===== config.mk =====
export PLATFORM = sky130hd
export DESIGN_NAME = rectangle_fill_address_generator_top
export DESIGN_NICKNAME = d
export VERILOG_FILES = /design/src/rtl/rfag_pkg.sv /design/src/rtl/rfag_in_stage.sv /design/src/rtl/rfag_walker.sv /design/src/rtl/rectangle_fill_address_generator_top.sv
export SDC_FILE = /design/constraint.sdc
export NUM_CORES = 1
export LEC_CHECK = 0
export BUFFER_PORTS_ARGS = -buffer_cell sky130_fd_sc_hd__buf_2
export CAP_MARGIN = 30
export CORE_MARGIN = 1
export CORE_UTILIZATION = 45
export CTS_CLUSTER_SIZE = 28
export DETAILED_ROUTE_END_ITERATION = 7
export PLACE_DENSITY = 0.68
export SLEW_MARGIN = 30
export SYNTH_ARGS = -nofsm -noshare
export SYNTH_HDL_FRONTEND = slang
export SYNTH_SLANG_ARGS = --single-unit
export TNS_END_PERCENT = 5

===== constraint.sdc =====
create_clock -name clk -period 3.96 [get_ports clk]
set_clock_uncertainty 0.2 [all_clocks]
set_input_delay 0.396 -clock clk [delete_from_list [all_inputs] [get_ports clk]]
set_output_delay 0.396 -clock clk [all_outputs]
set_load 0.01 [all_outputs]

===== src/rtl/rfag_pkg.sv =====
package rfag_pkg;

  localparam int FRAME_WIDTH  = 320;
  localparam int FRAME_HEIGHT = 240;
  localparam int ROW_SHIFT    = 9;

  localparam int COORD_W = 12;
  localparam int COL_W   = ROW_SHIFT;
  localparam int ROW_W   = 8;
  localparam int COLOR_W = 16;
  localparam int ADDR_W  = ROW_W + COL_W;

  localparam int IN_DATA_W  = 4 * COORD_W + COLOR_W;
  localparam int OUT_DATA_W = ((ADDR_W + COLOR_W + 7) / 8) * 8;

  localparam logic signed [COORD_W-1:0] COL_MAX = COORD_W'(FRAME_WIDTH - 1);
  localparam logic signed [COORD_W-1:0] ROW_MAX = COORD_W'(FRAME_HEIGHT - 1);

  typedef enum logic {
    KIND_BOX  = 1'b0,
    KIND_TICK = 1'b1
  } kind_t;

  // Item after clamping, as held in the input register
  typedef struct packed {
    kind_t              kind;
    logic [COL_W-1:0]   ax;
    logic [ROW_W-1:0]   ay;
    logic [COL_W-1:0]   bx;
    logic [ROW_W-1:0]   by;
    logic [COLOR_W-1:0] color;
  } item_t;

  function automatic logic [COL_W-1:0] clamp_col(input logic signed [COORD_W-1:0] v);
    logic [COL_W-1:0] res;
    if (v < 0) begin
      res = '0;
    end else if (v > COL_MAX) begin
      res = COL_MAX[COL_W-1:0];
    end else begin
      res = v[COL_W-1:0];
    end
    return res;
  endfunction

  function automatic logic [ROW_W-1:0] clamp_row(input logic signed [COORD_W-1:0] v);
    logic [ROW_W-1:0] res;
    if (v < 0) begin
      res = '0;
    end else if (v > ROW_MAX) begin
      res = ROW_MAX[ROW_W-1:0];
    end else begin
      res = v[ROW_W-1:0];
    end
    return res;
  endfunction

endpackage


===== src/rtl/rfag_in_stage.sv =====
module rfag_in_stage
  import rfag_pkg::*;
(
  input  logic                 clk,
  input  logic                 rst_n,
  input  logic                 in_tvalid,
  output logic                 in_tready,
  input  logic [IN_DATA_W-1:0] in_tdata,
  input  logic                 in_tuser,
  output logic                 item_valid,
  output item_t                item,
  input  logic                 item_ready
);

  logic  valid_r;
  logic  valid_nxt;
  item_t item_r;
  item_t item_nxt;
  logic  accept;

  assign in_tready = !valid_r || item_ready;
  assign accept    = in_tvalid && in_tready;

  always_comb begin
    item_nxt.kind  = kind_t'(in_tuser);
    item_nxt.ax    = clamp_col(in_tdata[COORD_W-1:0]);
    item_nxt.ay    = clamp_row(in_tdata[2*COORD_W-1:COORD_W]);
    item_nxt.bx    = clamp_col(in_tdata[3*COORD_W-1:2*COORD_W]);
    item_nxt.by    = clamp_row(in_tdata[4*COORD_W-1:3*COORD_W]);
    item_nxt.color = in_tdata[4*COORD_W+COLOR_W-1:4*COORD_W];
    if (accept) begin
      valid_nxt = 1'b1;
    end else if (item_ready) begin
      valid_nxt = 1'b0;
    end else begin
      valid_nxt = valid_r;
    end
  end

  always_ff @(posedge clk) begin
    if (!rst_n) begin
      valid_r <= 1'b0;
    end else begin
      valid_r <= valid_nxt;
    end
  end

  always_ff @(posedge clk) begin
    if (accept) begin
      item_r <= item_nxt;
    end
  end

  assign item_valid = valid_r;
  assign item       = item_r;

endmodule


===== src/rtl/rfag_walker.sv =====
module rfag_walker
  import rfag_pkg::*;
(
  input  logic               clk,
  input  logic               rst_n,
  input  logic               item_valid,
  input  item_t              item,
  output logic               item_ready,
  output logic               out_tvalid,
  input  logic               out_tready,
  output logic [ADDR_W-1:0]  out_addr,
  output logic [COLOR_W-1:0] out_color,
  output logic               out_tlast
);

  logic               busy_r,   busy_nxt;
  logic [ROW_W-1:0]   row_r,    row_nxt;
  logic [COL_W-1:0]   col_r,    col_nxt;
  logic [COL_W-1:0]   left_r,   left_nxt;
  logic [COL_W-1:0]   right_r,  right_nxt;
  logic [ROW_W-1:0]   bottom_r, bottom_nxt;
  logic [COLOR_W-1:0] color_r,  color_nxt;

  logic               ovalid_r, ovalid_nxt;
  logic [ADDR_W-1:0]  oaddr_r;
  logic [COLOR_W-1:0] ocolor_r;
  logic               olast_r;

  logic slot_free;
  logic is_box;
  logic emit;
  logic last;

  assign slot_free  = !ovalid_r || out_tready;
  assign is_box     = (item.kind == KIND_BOX);
  // A box command or an idle tick never needs the output slot
  assign item_ready = is_box || !busy_r || slot_free;
  assign emit       = item_valid && !is_box && busy_r && slot_free;
  assign last       = (col_r == right_r) && (row_r == bottom_r);

  always_comb begin
    busy_nxt   = busy_r;
    row_nxt    = row_r;
    col_nxt    = col_r;
    left_nxt   = left_r;
    right_nxt  = right_r;
    bottom_nxt = bottom_r;
    color_nxt  = color_r;
    if (item_valid && is_box) begin
      left_nxt   = (item.bx < item.ax) ? item.bx : item.ax;
      right_nxt  = (item.bx < item.ax) ? item.ax : item.bx;
      row_nxt    = (item.by < item.ay) ? item.by : item.ay;
      bottom_nxt = (item.by < item.ay) ? item.ay : item.by;
      col_nxt    = left_nxt;
      color_nxt  = item.color;
      busy_nxt   = 1'b1;
    end else if (emit) begin
      if (last) begin
        busy_nxt = 1'b0;
      end else if (col_r == right_r) begin
        col_nxt = left_r;
        row_nxt = row_r + ROW_W'(1);
      end else begin
        col_nxt = col_r + COL_W'(1);
      end
    end

    if (emit) begin
      ovalid_nxt = 1'b1;
    end else if (out_tready) begin
      ovalid_nxt = 1'b0;
    end else begin
      ovalid_nxt = ovalid_r;
    end
  end

  always_ff @(posedge clk) begin
    if (!rst_n) begin
      busy_r   <= 1'b0;
      row_r    <= '0;
      col_r    <= '0;
      left_r   <= '0;
      right_r  <= '0;
      bottom_r <= '0;
      color_r  <= '0;
      ovalid_r <= 1'b0;
    end else begin
      busy_r   <= busy_nxt;
      row_r    <= row_nxt;
      col_r    <= col_nxt;
      left_r   <= left_nxt;
      right_r  <= right_nxt;
      bottom_r <= bottom_nxt;
      color_r  <= color_nxt;
      ovalid_r <= ovalid_nxt;
    end
  end

  // Column fits below the row shift, so the address is a concatenation
  always_ff @(posedge clk) begin
    if (emit) begin
      oaddr_r  <= {row_r, col_r};
      ocolor_r <= color_r;
      olast_r  <= last;
    end
  end

  assign out_tvalid = ovalid_r;
  assign out_addr   = oaddr_r;
  assign out_color  = ocolor_r;
  assign out_tlast  = olast_r;

endmodule


===== src/rtl/rectangle_fill_address_generator_top.sv =====
// Rectangle fill address generator. Send a box command (in_tuser = 0) with two
// corners and a color; corners are clamped into the 320 x 240 frame and ordered.
// Each following tick (in_tuser = 1) yields one pixel write, scanning the box row
// by row from its top-left corner; out_tlast marks the final write, after which
// ticks yield nothing until the next command. A command replaces any running box.
// Throughput is one transaction per clock on each side while out_tready is high:
// the input register holds the clamped item, the walker updates its row and column
// counters and fills the output register in the same cycle, and a tick passes the
// input register, then the output register. The address is row * 512 + column.
module rectangle_fill_address_generator_top
  import rfag_pkg::*;
(
  input  logic                  clk,
  input  logic                  rst_n,
  input  logic                  in_tvalid,
  output logic                  in_tready,
  // corner_a_x[11:0], corner_a_y[23:12], corner_b_x[35:24], corner_b_y[47:36],
  // fill_color[63:48]
  input  logic [IN_DATA_W-1:0]  in_tdata,
  // kind: 0 box command, 1 tick
  input  logic                  in_tuser,
  output logic                  out_tvalid,
  input  logic                  out_tready,
  // pixel_address[16:0], pixel_value[32:17], zero fill above
  output logic [OUT_DATA_W-1:0] out_tdata,
  output logic                  out_tlast
);

  logic               item_valid;
  item_t              item;
  logic               item_ready;
  logic [ADDR_W-1:0]  out_addr;
  logic [COLOR_W-1:0] out_color;

  rfag_in_stage u_in_stage (
    .clk        (clk),
    .rst_n      (rst_n),
    .in_tvalid  (in_tvalid),
    .in_tready  (in_tready),
    .in_tdata   (in_tdata),
    .in_tuser   (in_tuser),
    .item_valid (item_valid),
    .item       (item),
    .item_ready (item_ready)
  );

  rfag_walker u_walker (
    .clk        (clk),
    .rst_n      (rst_n),
    .item_valid (item_valid),
    .item       (item),
    .item_ready (item_ready),
    .out_tvalid (out_tvalid),
    .out_tready (out_tready),
    .out_addr   (out_addr),
    .out_color  (out_color),
    .out_tlast  (out_tlast)
  );

  assign out_tdata = {{(OUT_DATA_W - ADDR_W - COLOR_W){1'b0}}, out_color, out_addr};

endmodule

==> parameters.txt, run 1 <==
Parameter                              Value

Run status
  Status    completed

Worst setup path
  Worst r2r src    u_in_stage.item[20]
  Minimum setup slack among reg-to-reg paths    1100 ps
  Endpoint class of the critical path    flop
  Reg2Reg Depth    7
  Start-to-end type of the worst setup path    reg2reg
  CP Max Fanout    14
  Startpoint type of the worst setup path    flop
  Required time reported for the critical path endpoint    4070 ps
  Critical path data arrival time    2970 ps
  Crit Reg-Reg Endpoint    u_walker.row_r[1]

Hold path
  Worst Hold End    u_in_stage.item_valid
  Type of the worst min-delay path    in2reg
  WHS Path Cells    3
  Worst hold path startpoint    in_tvalid

STA
  Unrepaired setup endpoints after global routing    no
  Setup TNS after final layout    0 ps
  Normalized max-slew margin    0.4568
  Crit path time final    2863 ps
  Worst Tran Pin Value    814.3 ps
  Fraction of the cycle the final worst path needs    0.7230
  Hold Violations, Final    0
  Number of max-slew violations in the final report    0
  Final-report setup violation count    0
  Maximum achievable frequency    0.3493 GHz
  Worst Setup Slack, final    1097 ps

Drt
  Routed via count divided by cell count    5.253
  Wirelength per Cell    14.86 microns
  DRC    0
  Via count    4833
  Starting DRC count in detailed routing    237
  Iteration count of the initial detailed-routing pass    4
  Detailed-route wire length    13670 microns
  Routed Antenna Nets    0

Layout
  Post-layout nets    813
  Leading cell type in the layout, fill and taps excluded    sky130_fd_sc_hd__buf_2
  Inserted Diodes    0
  Synthesis-to-finish area growth    21.27%
  Commonest cells after routing, fill and taps aside    sky130_fd_sc_hd__buf_2, sky130_fd_sc_hd__edfxtp_1, sky130_fd_sc_hd__nor2_1
  Util after Layout    0.5664
  Share of layout cells above drive strength 1    0.2108

Placement
  Routability cong.    0.7873
  Number of buffer cells added on primary ports    104
  Post-DP HPWL    9715 microns
  Worst setup slack before clock tree synthesis    1155 ps

CTS
  Maximum number of buffers from clock root to sink    2
  CTS H-Tree Depth    4
  Number of buffers added to fix hold violations after cts    17
  Clock tree sinks    147
  Total clock buffers created by CTS    17
  Root Buffer Master    sky130_fd_sc_hd__clkbuf_16
  Post-cts gate resize count    0
  Postcts setup bufs    0
  Clock-pin slew of the registers on the worst-case setup and hold paths    60 ps
  CTS tree    yes
  Worst skew pair latency    420 ps

Logic synthesis
  Mean instance size in the synthesized netlist    10.70 sq um
  Flop and latch count out of synthesis    147
  Prevailing post-synth register cell    sky130_fd_sc_hd__edfxtp_1
  Seq/Total Area, Yosys    0.5784
  Post-synth ARST share    0
  Yosys warning total    0
  Number of synthesized flops with an enable pin    85
  Distinct cell type count of the synthesized netlist    57
  Area of the mapped netlist    6559 sq um
  Synthesized instance count    613

Pwr
  Clock share of power    0.404
  Flop pwr share    0.476
  Switching power of the nets    904.5 uW
  Leakage component of the power    0.003120 uW
  Peak supply drop    0.0003435 V
  Comb power frac    0.120
  Power per Cell Area    466.5 nW/um^2
  Fraction of power spent switching nets    0.2438
  Pint    2806 uW

Die
  Number of top-level pins    112
  Starting density of the core    0.4671
  Area of the core    14040 sq um
  Area of the die    15060 sq um
  Die boundary height    122.7 microns
  Site Rows    43
  Die boundary width    122.7 microns

GRT
  Aggregate global-route resource usage    0.1950
  Maximum number of pins on one net before global-route repair    51
  Initial antenna violation count    0
  Final global-route overflow total    0
  First-pass GRT wire length    22340 microns
  Number of global-route vias before repair    4634

Job
  Maximum capacitance violations    0
[logic make-up (layout without fill, tap and decap cells)]
| kind of cell | after synthesis | count (layout) | share of synthesized area |
|---|---|---|---|
| AOI/OAI and AO/OA | 117 | 117 | 0.1188 |
| xor gates and xnor gates | 22 | 22 | 0.02938 |
| adders and majority gates | 17 | 17 | 0.03243 |
| buffers and inverters | 67 | 188 | 0.04674 |
| DFF | 147 | 147 | 0.5784 |
| muxes | 26 | 26 | 0.04025 |
| other | 1 | 7 | 0.0005718 |
| and+or+nand+nor | 216 | 216 | 0.1534 |
[critical path: stages (launching register included)]
cell and delay [ps]:
sky130_fd_sc_hd__edfxtp_1 420, sky130_fd_sc_hd__ha_1 350, sky130_fd_sc_hd__and2_0 160, sky130_fd_sc_hd__o21a_1 180, sky130_fd_sc_hd__a41oi_1 390, sky130_fd_sc_hd__nand2_1 440
sky130_fd_sc_hd__mux2_2 410, sky130_fd_sc_hd__o211a_1 200
[worst max-delay path by stage]
stage,from,end,slack [ps],cells past startpoint
after floorplan,u_in_stage.item[50],u_in_stage.item[0],390,3
after global placement,u_in_stage.item[20],u_walker.row_r[1],1190,7
after detailed placement,u_in_stage.item[20],u_walker.row_r[1],1150,7
after CTS,u_in_stage.item[20],u_walker.row_r[1],1100,7
after global routing,u_in_stage.item[18],u_walker.row_r[1],850,7
final,u_in_stage.item[20],u_walker.row_r[1],1100,7
[final cells by class]
type | instances | area [sq um]
Fill cell | 1193 | 6088
Tap cell | 180 | 225.2
Inverter | 26 | 97.59
Sequential cell | 147 | 3794
Multi-Input combinational cell | 405 | 2506
Timing Repair Buffer | 130 | 778.2
Clock buffer | 20 | 436.7
Clock inverter | 12 | 116.4
[registers in the layout (all words and copies together), names as in the netlist]
register,flops
u_walker.col_r,9
u_walker.right_r,9
u_walker.out_color,16
u_walker.bottom_r,8
u_walker.out_addr,17
u_walker.busy_r,1
u_walker.left_r,9
u_walker.row_r,8
u_in_stage.item,51
u_walker.out_tvalid,1
u_walker.color_r,16
u_walker.out_tlast,1
u_in_stage.item_valid,1
[power by group through the flow]
stage	combinational (uW)	sequential [uW]	clock [uW]
finish	446	1770	1500
detailed placement	429	1800	0
global route	504	1780	1590
floorplan	330	1780	0
global placement	411	1790	0
CTS	444	1770	1520
[stage by stage]
stage	total power [uW]	cells	cell area, sq um	hold WS [ps]
after floorplan	2108	619	6581	207.4
after CTS	3730	919	7920	19.61
after global placement	2204	870	7197	210.1
after global routing	3866	920	7954	28.31
final	3710	920	7954	31.15
after detailed placement	2226	870	7197	214.6
[per-layer routing]
layer,up-vias,global-route usage,part of all wire
met3,14,0.04926,0.052
li1,2434,-,-
met2,153,0.2967,0.46
met4,0,0.09680,0.013
met1,2232,0.2579,0.47
met5,-,0,0
[synthesized netlist by cell type, drive strengths merged, types with 3 or more instances]
| library cell | number | share of area |
|---|---|---|
| or3 | 4 | 0.0038 |
| nor2b | 5 | 0.0048 |
| mux2 | 3 | 0.0052 |
| o21ai | 10 | 0.0076 |
| nor2 | 78 | 0.045 |
| xnor2 | 11 | 0.015 |
| xor2 | 11 | 0.015 |
| o31a | 5 | 0.0067 |
| edfxtp | 85 | 0.39 |
| a311oi | 3 | 0.0050 |
| nor3b | 6 | 0.0069 |
| buf | 23 | 0.021 |
| a21oi | 43 | 0.033 |
| nand4 | 7 | 0.0067 |
| clkbuf | 18 | 0.011 |
| ha | 17 | 0.032 |
| mux2i | 23 | 0.035 |
| nand2 | 58 | 0.033 |
| a31oi | 3 | 0.0029 |
| inv | 26 | 0.015 |
| a21o | 3 | 0.0034 |
| a221oi | 4 | 0.0053 |
| nand3 | 15 | 0.012 |
| nor4 | 7 | 0.010 |
| nand2b | 4 | 0.0038 |
| dfxtp | 62 | 0.19 |
| a2111oi | 5 | 0.0071 |
| a211oi | 27 | 0.031 |
| nor3 | 26 | 0.021 |
Note: power is estimated with default switching activity, not from simulation.
==> run 2, diff against run 1 <==
- clock period: 3.96 -> 2.7 ns (I/O delays scaled with it)
==> parameters.txt, run 2 (synthesized netlist as in run 1, its figures left out) <==
Parameter                              Value

Layout
  Non-Filler Instances    956 (+3.9%)
  Number of flip-flops in the largest register    51 (unchanged)
  Inserted Diodes    0 (unchanged)
  Post-layout nets    849 (+4.4%)
  Share of layout cells above drive strength 1    0.2126 (+0.001818)
  Leading cell type in the layout, fill and taps excluded    sky130_fd_sc_hd__buf_2
  Final design instance area without fill    8314 sq um (+4.5%)
  Synthesis-to-finish area growth    26.76%
  Commonest cells after routing, fill and taps aside    sky130_fd_sc_hd__buf_2, sky130_fd_sc_hd__edfxtp_1, sky130_fd_sc_hd__nor2_1

GRT
  Final global-route overflow total    0 (unchanged)
  First-pass GRT wire length    22420 microns (+0.34%)
  Aggregate global-route resource usage    0.1934 (-0.001612)
  Number of global-route vias before repair    4702 (+1.5%)
  Maximum number of pins on one net before global-route repair    71 (+39%)
  Initial antenna violation count    0 (unchanged)

Pwr
  Switching power of the nets    1365 uW (+51%)
  Clock share of power    0.403 (about the same)
  Flop pwr share    0.468 (-0.008)
  Pint    4171 uW (+49%)
  Peak supply drop    0.0004512 V (+31%)
  Leakage component of the power    0.003285 uW (+5.3%)
  Power per Cell Area    665.9 nW/um^2 (+43%)
  Overall power of the completed layout    5536 uW (+49%)
  Fraction of power spent switching nets    0.2466 (+0.002789)
  Comb power frac    0.129 (+0.009)

Worst setup path
  Required time reported for the critical path endpoint    2830 ps (-1240 ps)
  Worst path max stage delay    430 ps (about the same)
  Slowest CP cell    sky130_fd_sc_hd__edfxtp_1
  Critical path data arrival time    2520 ps (-450 ps)
  Critical path cell sequence    ha_1 -> and3_1 -> o21a_1 -> a41oi_1 -> nand2_1 -> buf_4 -> mux2i_1 -> a211oi_1
  Startpoint type of the worst setup path    flop
  Endpoint class of the critical path    flop
  WP buf/inv    1 (+1)
  CP Max Fanout    8 (-6)
  Start-to-end type of the worst setup path    reg2reg
  Delay-heaviest family, CP    compound AO/OA/AOI/OAI gates

Drt
  Starting DRC count in detailed routing    341 (+44%)
  Via count    4973 (+2.9%)
  Routed via count divided by cell count    5.202 (-0.98%)
  Iteration count of the initial detailed-routing pass    5 (+1)
  Detailed-route wire length    13760 microns (+0.66%)
  DRC    0 (unchanged)
  Wirelength per Cell    14.39 microns (-3.1%)
  Routed Antenna Nets    0 (unchanged)

Die
  Die boundary height    122.7 microns (unchanged)
  Die boundary width    122.7 microns (unchanged)
  Area of the die    15060 sq um (unchanged)
  Site Rows    43 (unchanged)
  Number of top-level pins    112 (unchanged)
  Starting density of the core    0.4671 (unchanged)
  Area of the core    14040 sq um (unchanged)

STA
  Maximum achievable frequency    0.4178 GHz (+20%)
  Fraction of the cycle the final worst path needs    0.8865 (+0.1636)
  Crit path time final    2394 ps (-469.3 ps)
  Hold Violations, Final    0 (unchanged)
  Worst Tran Pin Value    491.9 ps (-322.4 ps)
  Final-report setup violation count    0 (unchanged)
  Unrepaired setup endpoints after global routing    no
  Normalized max-slew margin    0.6675 (+0.2107)
  Worst Setup Slack, final    306.4 ps (-790.7 ps)
  Setup TNS after final layout    0 ps (unchanged)
  Number of max-slew violations in the final report    0 (unchanged)

CTS
  Root Buffer Master    sky130_fd_sc_hd__clkbuf_16
  Worst skew pair latency    410 ps (about the same)
  Post-cts gate resize count    0 (unchanged)
  Total clock buffers created by CTS    17 (unchanged)
  Clock-pin slew of the registers on the worst-case setup and hold paths    60 ps (about the same)
  Maximum number of buffers from clock root to sink    2 (unchanged)
  CTS tree    yes
  Number of buffers added to fix hold violations after cts    45 (+28)
  Postcts setup bufs    0 (unchanged)
  CTS H-Tree Depth    4 (unchanged)
  Clock tree sinks    147 (unchanged)

Placement
  Post-placement cell count    879 (+1.0%)
  Worst setup slack before clock tree synthesis    311.5 ps (-843.4 ps)
  Post-DP HPWL    9594 microns (-1.2%)
  Routability cong.    0.7817 (-0.71%)
  Number of buffer cells added on primary ports    104 (unchanged)
  Post-Place Cell Area    7289 sq um (+1.3%)

Hold path
  Type of the worst min-delay path    in2reg

Job
  Maximum capacitance violations    0 (unchanged)

Run status
  Status    completed
==> run 2: cell count changes in the layout (fill, tap and decap cells not counted), moves of 2 or more <==
| cell | previous run | this run |
|---|---|---|
| sky130_fd_sc_hd__buf_4 | 8 | 15 |
| sky130_fd_sc_hd__clkinv_4 | 1 | 3 |
| sky130_fd_sc_hd__buf_12 | 0 | 2 |
| sky130_fd_sc_hd__clkinv_2 | 5 | 3 |
| sky130_fd_sc_hd__clkinv_1 | 3 | 1 |
| sky130_fd_sc_hd__dlygate4sd3_1 | 17 | 45 |
==> run 2: final cells by class <==
class                   count  area (sq um)
clock inverters            11         102.6
flip-flops and latches    147          3794
inverters                  26         97.59
multi-input cells         405          2500
clock buffers              21         471.7
repair buffers            166          1124
well taps                 180         225.2
fillers                  1181          5728
==> run 2: routing by layer <==
layer,wire [microns],up-vias,track usage
met3,775,9,0.04926
met4,144,0,0.06250
met5,0,-,0
met2,6375,156,0.3125
met1,6464,2315,0.2531
li1,-,2493,-
==> run 2: worst register-to-register path, cell delays in order, from the launching register on <==
cell and delay, ps:
sky130_fd_sc_hd__edfxtp_1 430, sky130_fd_sc_hd__ha_1 340, sky130_fd_sc_hd__and3_1 210, sky130_fd_sc_hd__o21a_1 120, sky130_fd_sc_hd__a41oi_1 210, sky130_fd_sc_hd__nand2_1 230, sky130_fd_sc_hd__buf_4 240, sky130_fd_sc_hd__mux2i_1 120
sky130_fd_sc_hd__a211oi_1 210
==> run 2: stage by stage <==
| stage | hold WS [ps] | util |
|---|---|---|
| 3_5_place_dp | 214.6 | 0.5191 |
| 2_1_floorplan | 168.9 | - |
| 6_report | 2.385 | 0.5921 |
| 5_1_grt | 0.1393 | 0.5921 |
| 3_3_place_gp | 210.7 | 0.5191 |
| 4_1_cts | 0.4930 | 0.5921 |
==> run 2: final timing paths <==
check                                          from                    end  slack, ps  cells after the start
worst min register to register  u_walker.color_r[6]  u_walker.out_color[6]        230                      0
worst max register to register  u_in_stage.item[22]      u_walker.row_r[2]        310                      8
worst max-delay path            u_in_stage.item[22]      u_walker.row_r[2]        310                      8
worst min-delay path                   in_tdata[41]    u_in_stage.item[21]          2                      3
==> run 2: power groups by stage <==
stage	sequential [uW]	clock (uW)	combinational (uW)
after CTS	2590	2260	719
after global routing	2600	2370	795
after floorplan	2610	0	484
final	2590	2230	717
after detailed placement	2630	0	664
after global placement	2630	0	641
==> run 3, diff against run 2 <==
- GPL_TIMING_DRIVEN: default -> 0
- PLACE_DENSITY: 0.68 -> 0.66
==> parameters.txt, run 3 (synthesized netlist as in run 1, its figures left out) <==
Parameter                              Value

GRT
  Aggregate global-route resource usage    0.2210 (+0.02764)
  Number of global-route vias before repair    5055 (+7.5%)
  First-pass GRT wire length    24880 microns (+11%)
  Final global-route overflow total    0 (unchanged)
  Initial antenna violation count    0 (unchanged)
  Maximum number of pins on one net before global-route repair    38 (-46%)

Worst setup path
  Crit Reg-Reg Endpoint    u_walker.col_r[7]
  Startpoint type of the worst setup path    input port
  Reg2Reg Depth    9 (+1)
  Critical path cell sequence    dlygate4sd3_1 -> buf_2 -> nand2b_1 -> nand2b_1 -> buf_2 -> inv_8 -> o21ai_2 -> clkbuf_4 -> nor2_1 -> a221oi_1 -> o22ai_1
  Slowest CP cell    sky130_fd_sc_hd__dlygate4sd3_1
  Delay-heaviest family, CP    buffers and inverters
  CP Max Fanout    37 (+29)
  Endpoint class of the critical path    flop
  Critical path data arrival time    2680 ps (+160 ps)
  Required time reported for the critical path endpoint    2800 ps (-30 ps)
  WP buf/inv    5 (+4)
  Worst r2r src    u_in_stage.item[50]
  Minimum setup slack among reg-to-reg paths    170 ps (-140 ps)
  Start-to-end type of the worst setup path    in2reg
  Worst path max stage delay    530 ps (+100 ps)

Die
  Starting density of the core    0.4671 (unchanged)
  Die boundary height    122.7 microns (unchanged)
  Area of the die    15060 sq um (unchanged)
  Number of top-level pins    112 (unchanged)
  Site Rows    43 (unchanged)
  Area of the core    14040 sq um (unchanged)
  Die boundary width    122.7 microns (unchanged)

Pwr
  Comb power frac    0.129 (about the same)
  Power per Cell Area    695.0 nW/um^2 (+4.4%)
  Leakage component of the power    0.003358 uW (+2.2%)
  Clock share of power    0.434 (+0.031)
  Pint    4485 uW (+7.5%)
  Peak supply drop    0.0005241 V (+16%)
  Overall power of the completed layout    5920 uW (+6.9%)
  Fraction of power spent switching nets    0.2424 (-0.004134)
  Switching power of the nets    1435 uW (+5.1%)
  Flop pwr share    0.437 (-0.031)

Layout
  Inserted Diodes    0 (unchanged)
  Number of flip-flops in the largest register    51 (unchanged)
  Non-Filler Instances    979 (+2.4%)
  Share of layout cells above drive strength 1    0.2103 (-0.002366)
  Commonest cells after routing, fill and taps aside    sky130_fd_sc_hd__buf_2, sky130_fd_sc_hd__edfxtp_1, sky130_fd_sc_hd__nor2_1
  Util after Layout    0.6066 (+0.01452)
  Leading cell type in the layout, fill and taps excluded    sky130_fd_sc_hd__buf_2
  Post-layout nets    872 (+2.7%)
  Synthesis-to-finish area growth    29.87%

STA
  Worst Tran Pin Value    695.9 ps (+204.0 ps)
  Number of max-slew violations in the final report    0 (unchanged)
  Worst hold margin    14.16 ps (+11.77 ps)
  Unrepaired setup endpoints after global routing    yes
  Normalized max-slew margin    0.5361 (-0.1314)
  Hold Violations, Final    0 (unchanged)
  Maximum achievable frequency    0.3866 GHz (-7.5%)
  Fraction of the cycle the final worst path needs    0.9579 (+0.07142)
  Crit path time final    2586 ps (+192.8 ps)
  Worst Setup Slack, final    113.6 ps (-192.8 ps)
  Final-report setup violation count    0 (unchanged)

Drt
  Wirelength per Cell    16.00 microns (+11%)
  Routed Antenna Nets    0 (unchanged)
  DRC    0 (unchanged)
  Iteration count of the initial detailed-routing pass    6 (+1)
  Starting DRC count in detailed routing    332 (-2.6%)
  Detailed-route wire length    15660 microns (+14%)
  Via count    5143 (+3.4%)
  Routed via count divided by cell count    5.253 (+0.99%)

CTS
  Postcts setup bufs    0 (unchanged)
  Clock tree sinks    147 (unchanged)
  CTS H-Tree Depth    4 (unchanged)
  Maximum number of buffers from clock root to sink    2 (unchanged)
  Clock-pin slew of the registers on the worst-case setup and hold paths    60 ps (about the same)
  Worst skew pair latency    430 ps (+20 ps)
  CTS tree    yes
  Root Buffer Master    sky130_fd_sc_hd__clkbuf_16
  Total clock buffers created by CTS    17 (unchanged)

Placement
  Number of buffer cells added on primary ports    100 (-3.8%)
  Post-placement cell count    901 (+2.5%)
  Post-DP HPWL    10970 microns (+14%)
  Worst setup slack before clock tree synthesis    -341.6 ps (-653.1 ps)
  Routability cong.    0.9044 (+16%)

Job
  Maximum capacitance violations    0 (unchanged)

Hold path
  Type of the worst min-delay path    in2reg
  Worst hold path startpoint    in_tdata[41]
  WHS Path Cells    3 (unchanged)
  Worst Hold End    u_in_stage.item[21]

Run status
  Status    completed
==> run 3: worst max path at each step <==
stage                                    from                  end  slack [ps]  cells after the start
after global placement    u_in_stage.item[50]  u_in_stage.item[42]        -530                      3
after global routing      u_in_stage.item[26]    u_walker.col_r[2]          -7                      8
after CTS                          out_tready    u_walker.col_r[7]          30                     11
final                              out_tready    u_walker.col_r[7]         110                     11
after floorplan           u_in_stage.item[50]   u_in_stage.item[0]         120                      3
after detailed placement  u_in_stage.item[50]    u_walker.row_r[0]        -340                      9
==> run 3: cell type report <==
cell class / count / area, sq um
fillers: 1187 / 5524
flip-flops and latches: 147 / 3794
multi-input cells: 405 / 2509
repair buffers: 148 / 1016
clock buffers: 21 / 481.7
well taps: 180 / 225.2
plain buffers: 41 / 214.0
clock inverters: 11 / 173.9
inverters: 26 / 105.1
==> run 3: repair_timing <==
action	CTS	global route
resized for setup	2	8
setup endpoints to repair	11	21
hold buffers	46	0
endpoints found under the hold margin	47	0
==> run 3: worst register-to-register path, delay by kind of cell, from the launching register on <==
| family | cells | cell delay [ps] |
|---|---|---|
| compound gates | 3 | 670 |
| simple gates | 3 | 410 |
| buf+inv | 3 | 740 |
| flops | 1 | 400 |
==> run 3: power by group through the flow <==
| stage | clock network [uW] | logic, uW | registers (uW) |
|---|---|---|---|
| global placement | 0 | 657 | 2630 |
| detailed placement | 0 | 689 | 2630 |
| global route | 2700 | 841 | 2600 |
| finish | 2570 | 762 | 2590 |
| CTS | 2600 | 745 | 2590 |
| floorplan | 0 | 484 | 2610 |
==> run 3: stage by stage <==
stage,TNS (ps),instance area (sq um)
2_1_floorplan,0,6584
4_1_cts,0,8492
5_1_grt,-14.79,8518
3_3_place_gp,-29220,7310
6_report,0,8518
3_5_place_dp,-3079,7370
==> run 3: per-layer routing <==
layer / vias up / track usage / part of all wire
li1: 2556 / - / -
met1: 2375 / 0.2752 / 0.45
met2: 184 / 0.3592 / 0.47
met3: 28 / 0.05344 / 0.060
met4: 0 / 0.1067 / 0.025
met5: - / 0 / 0
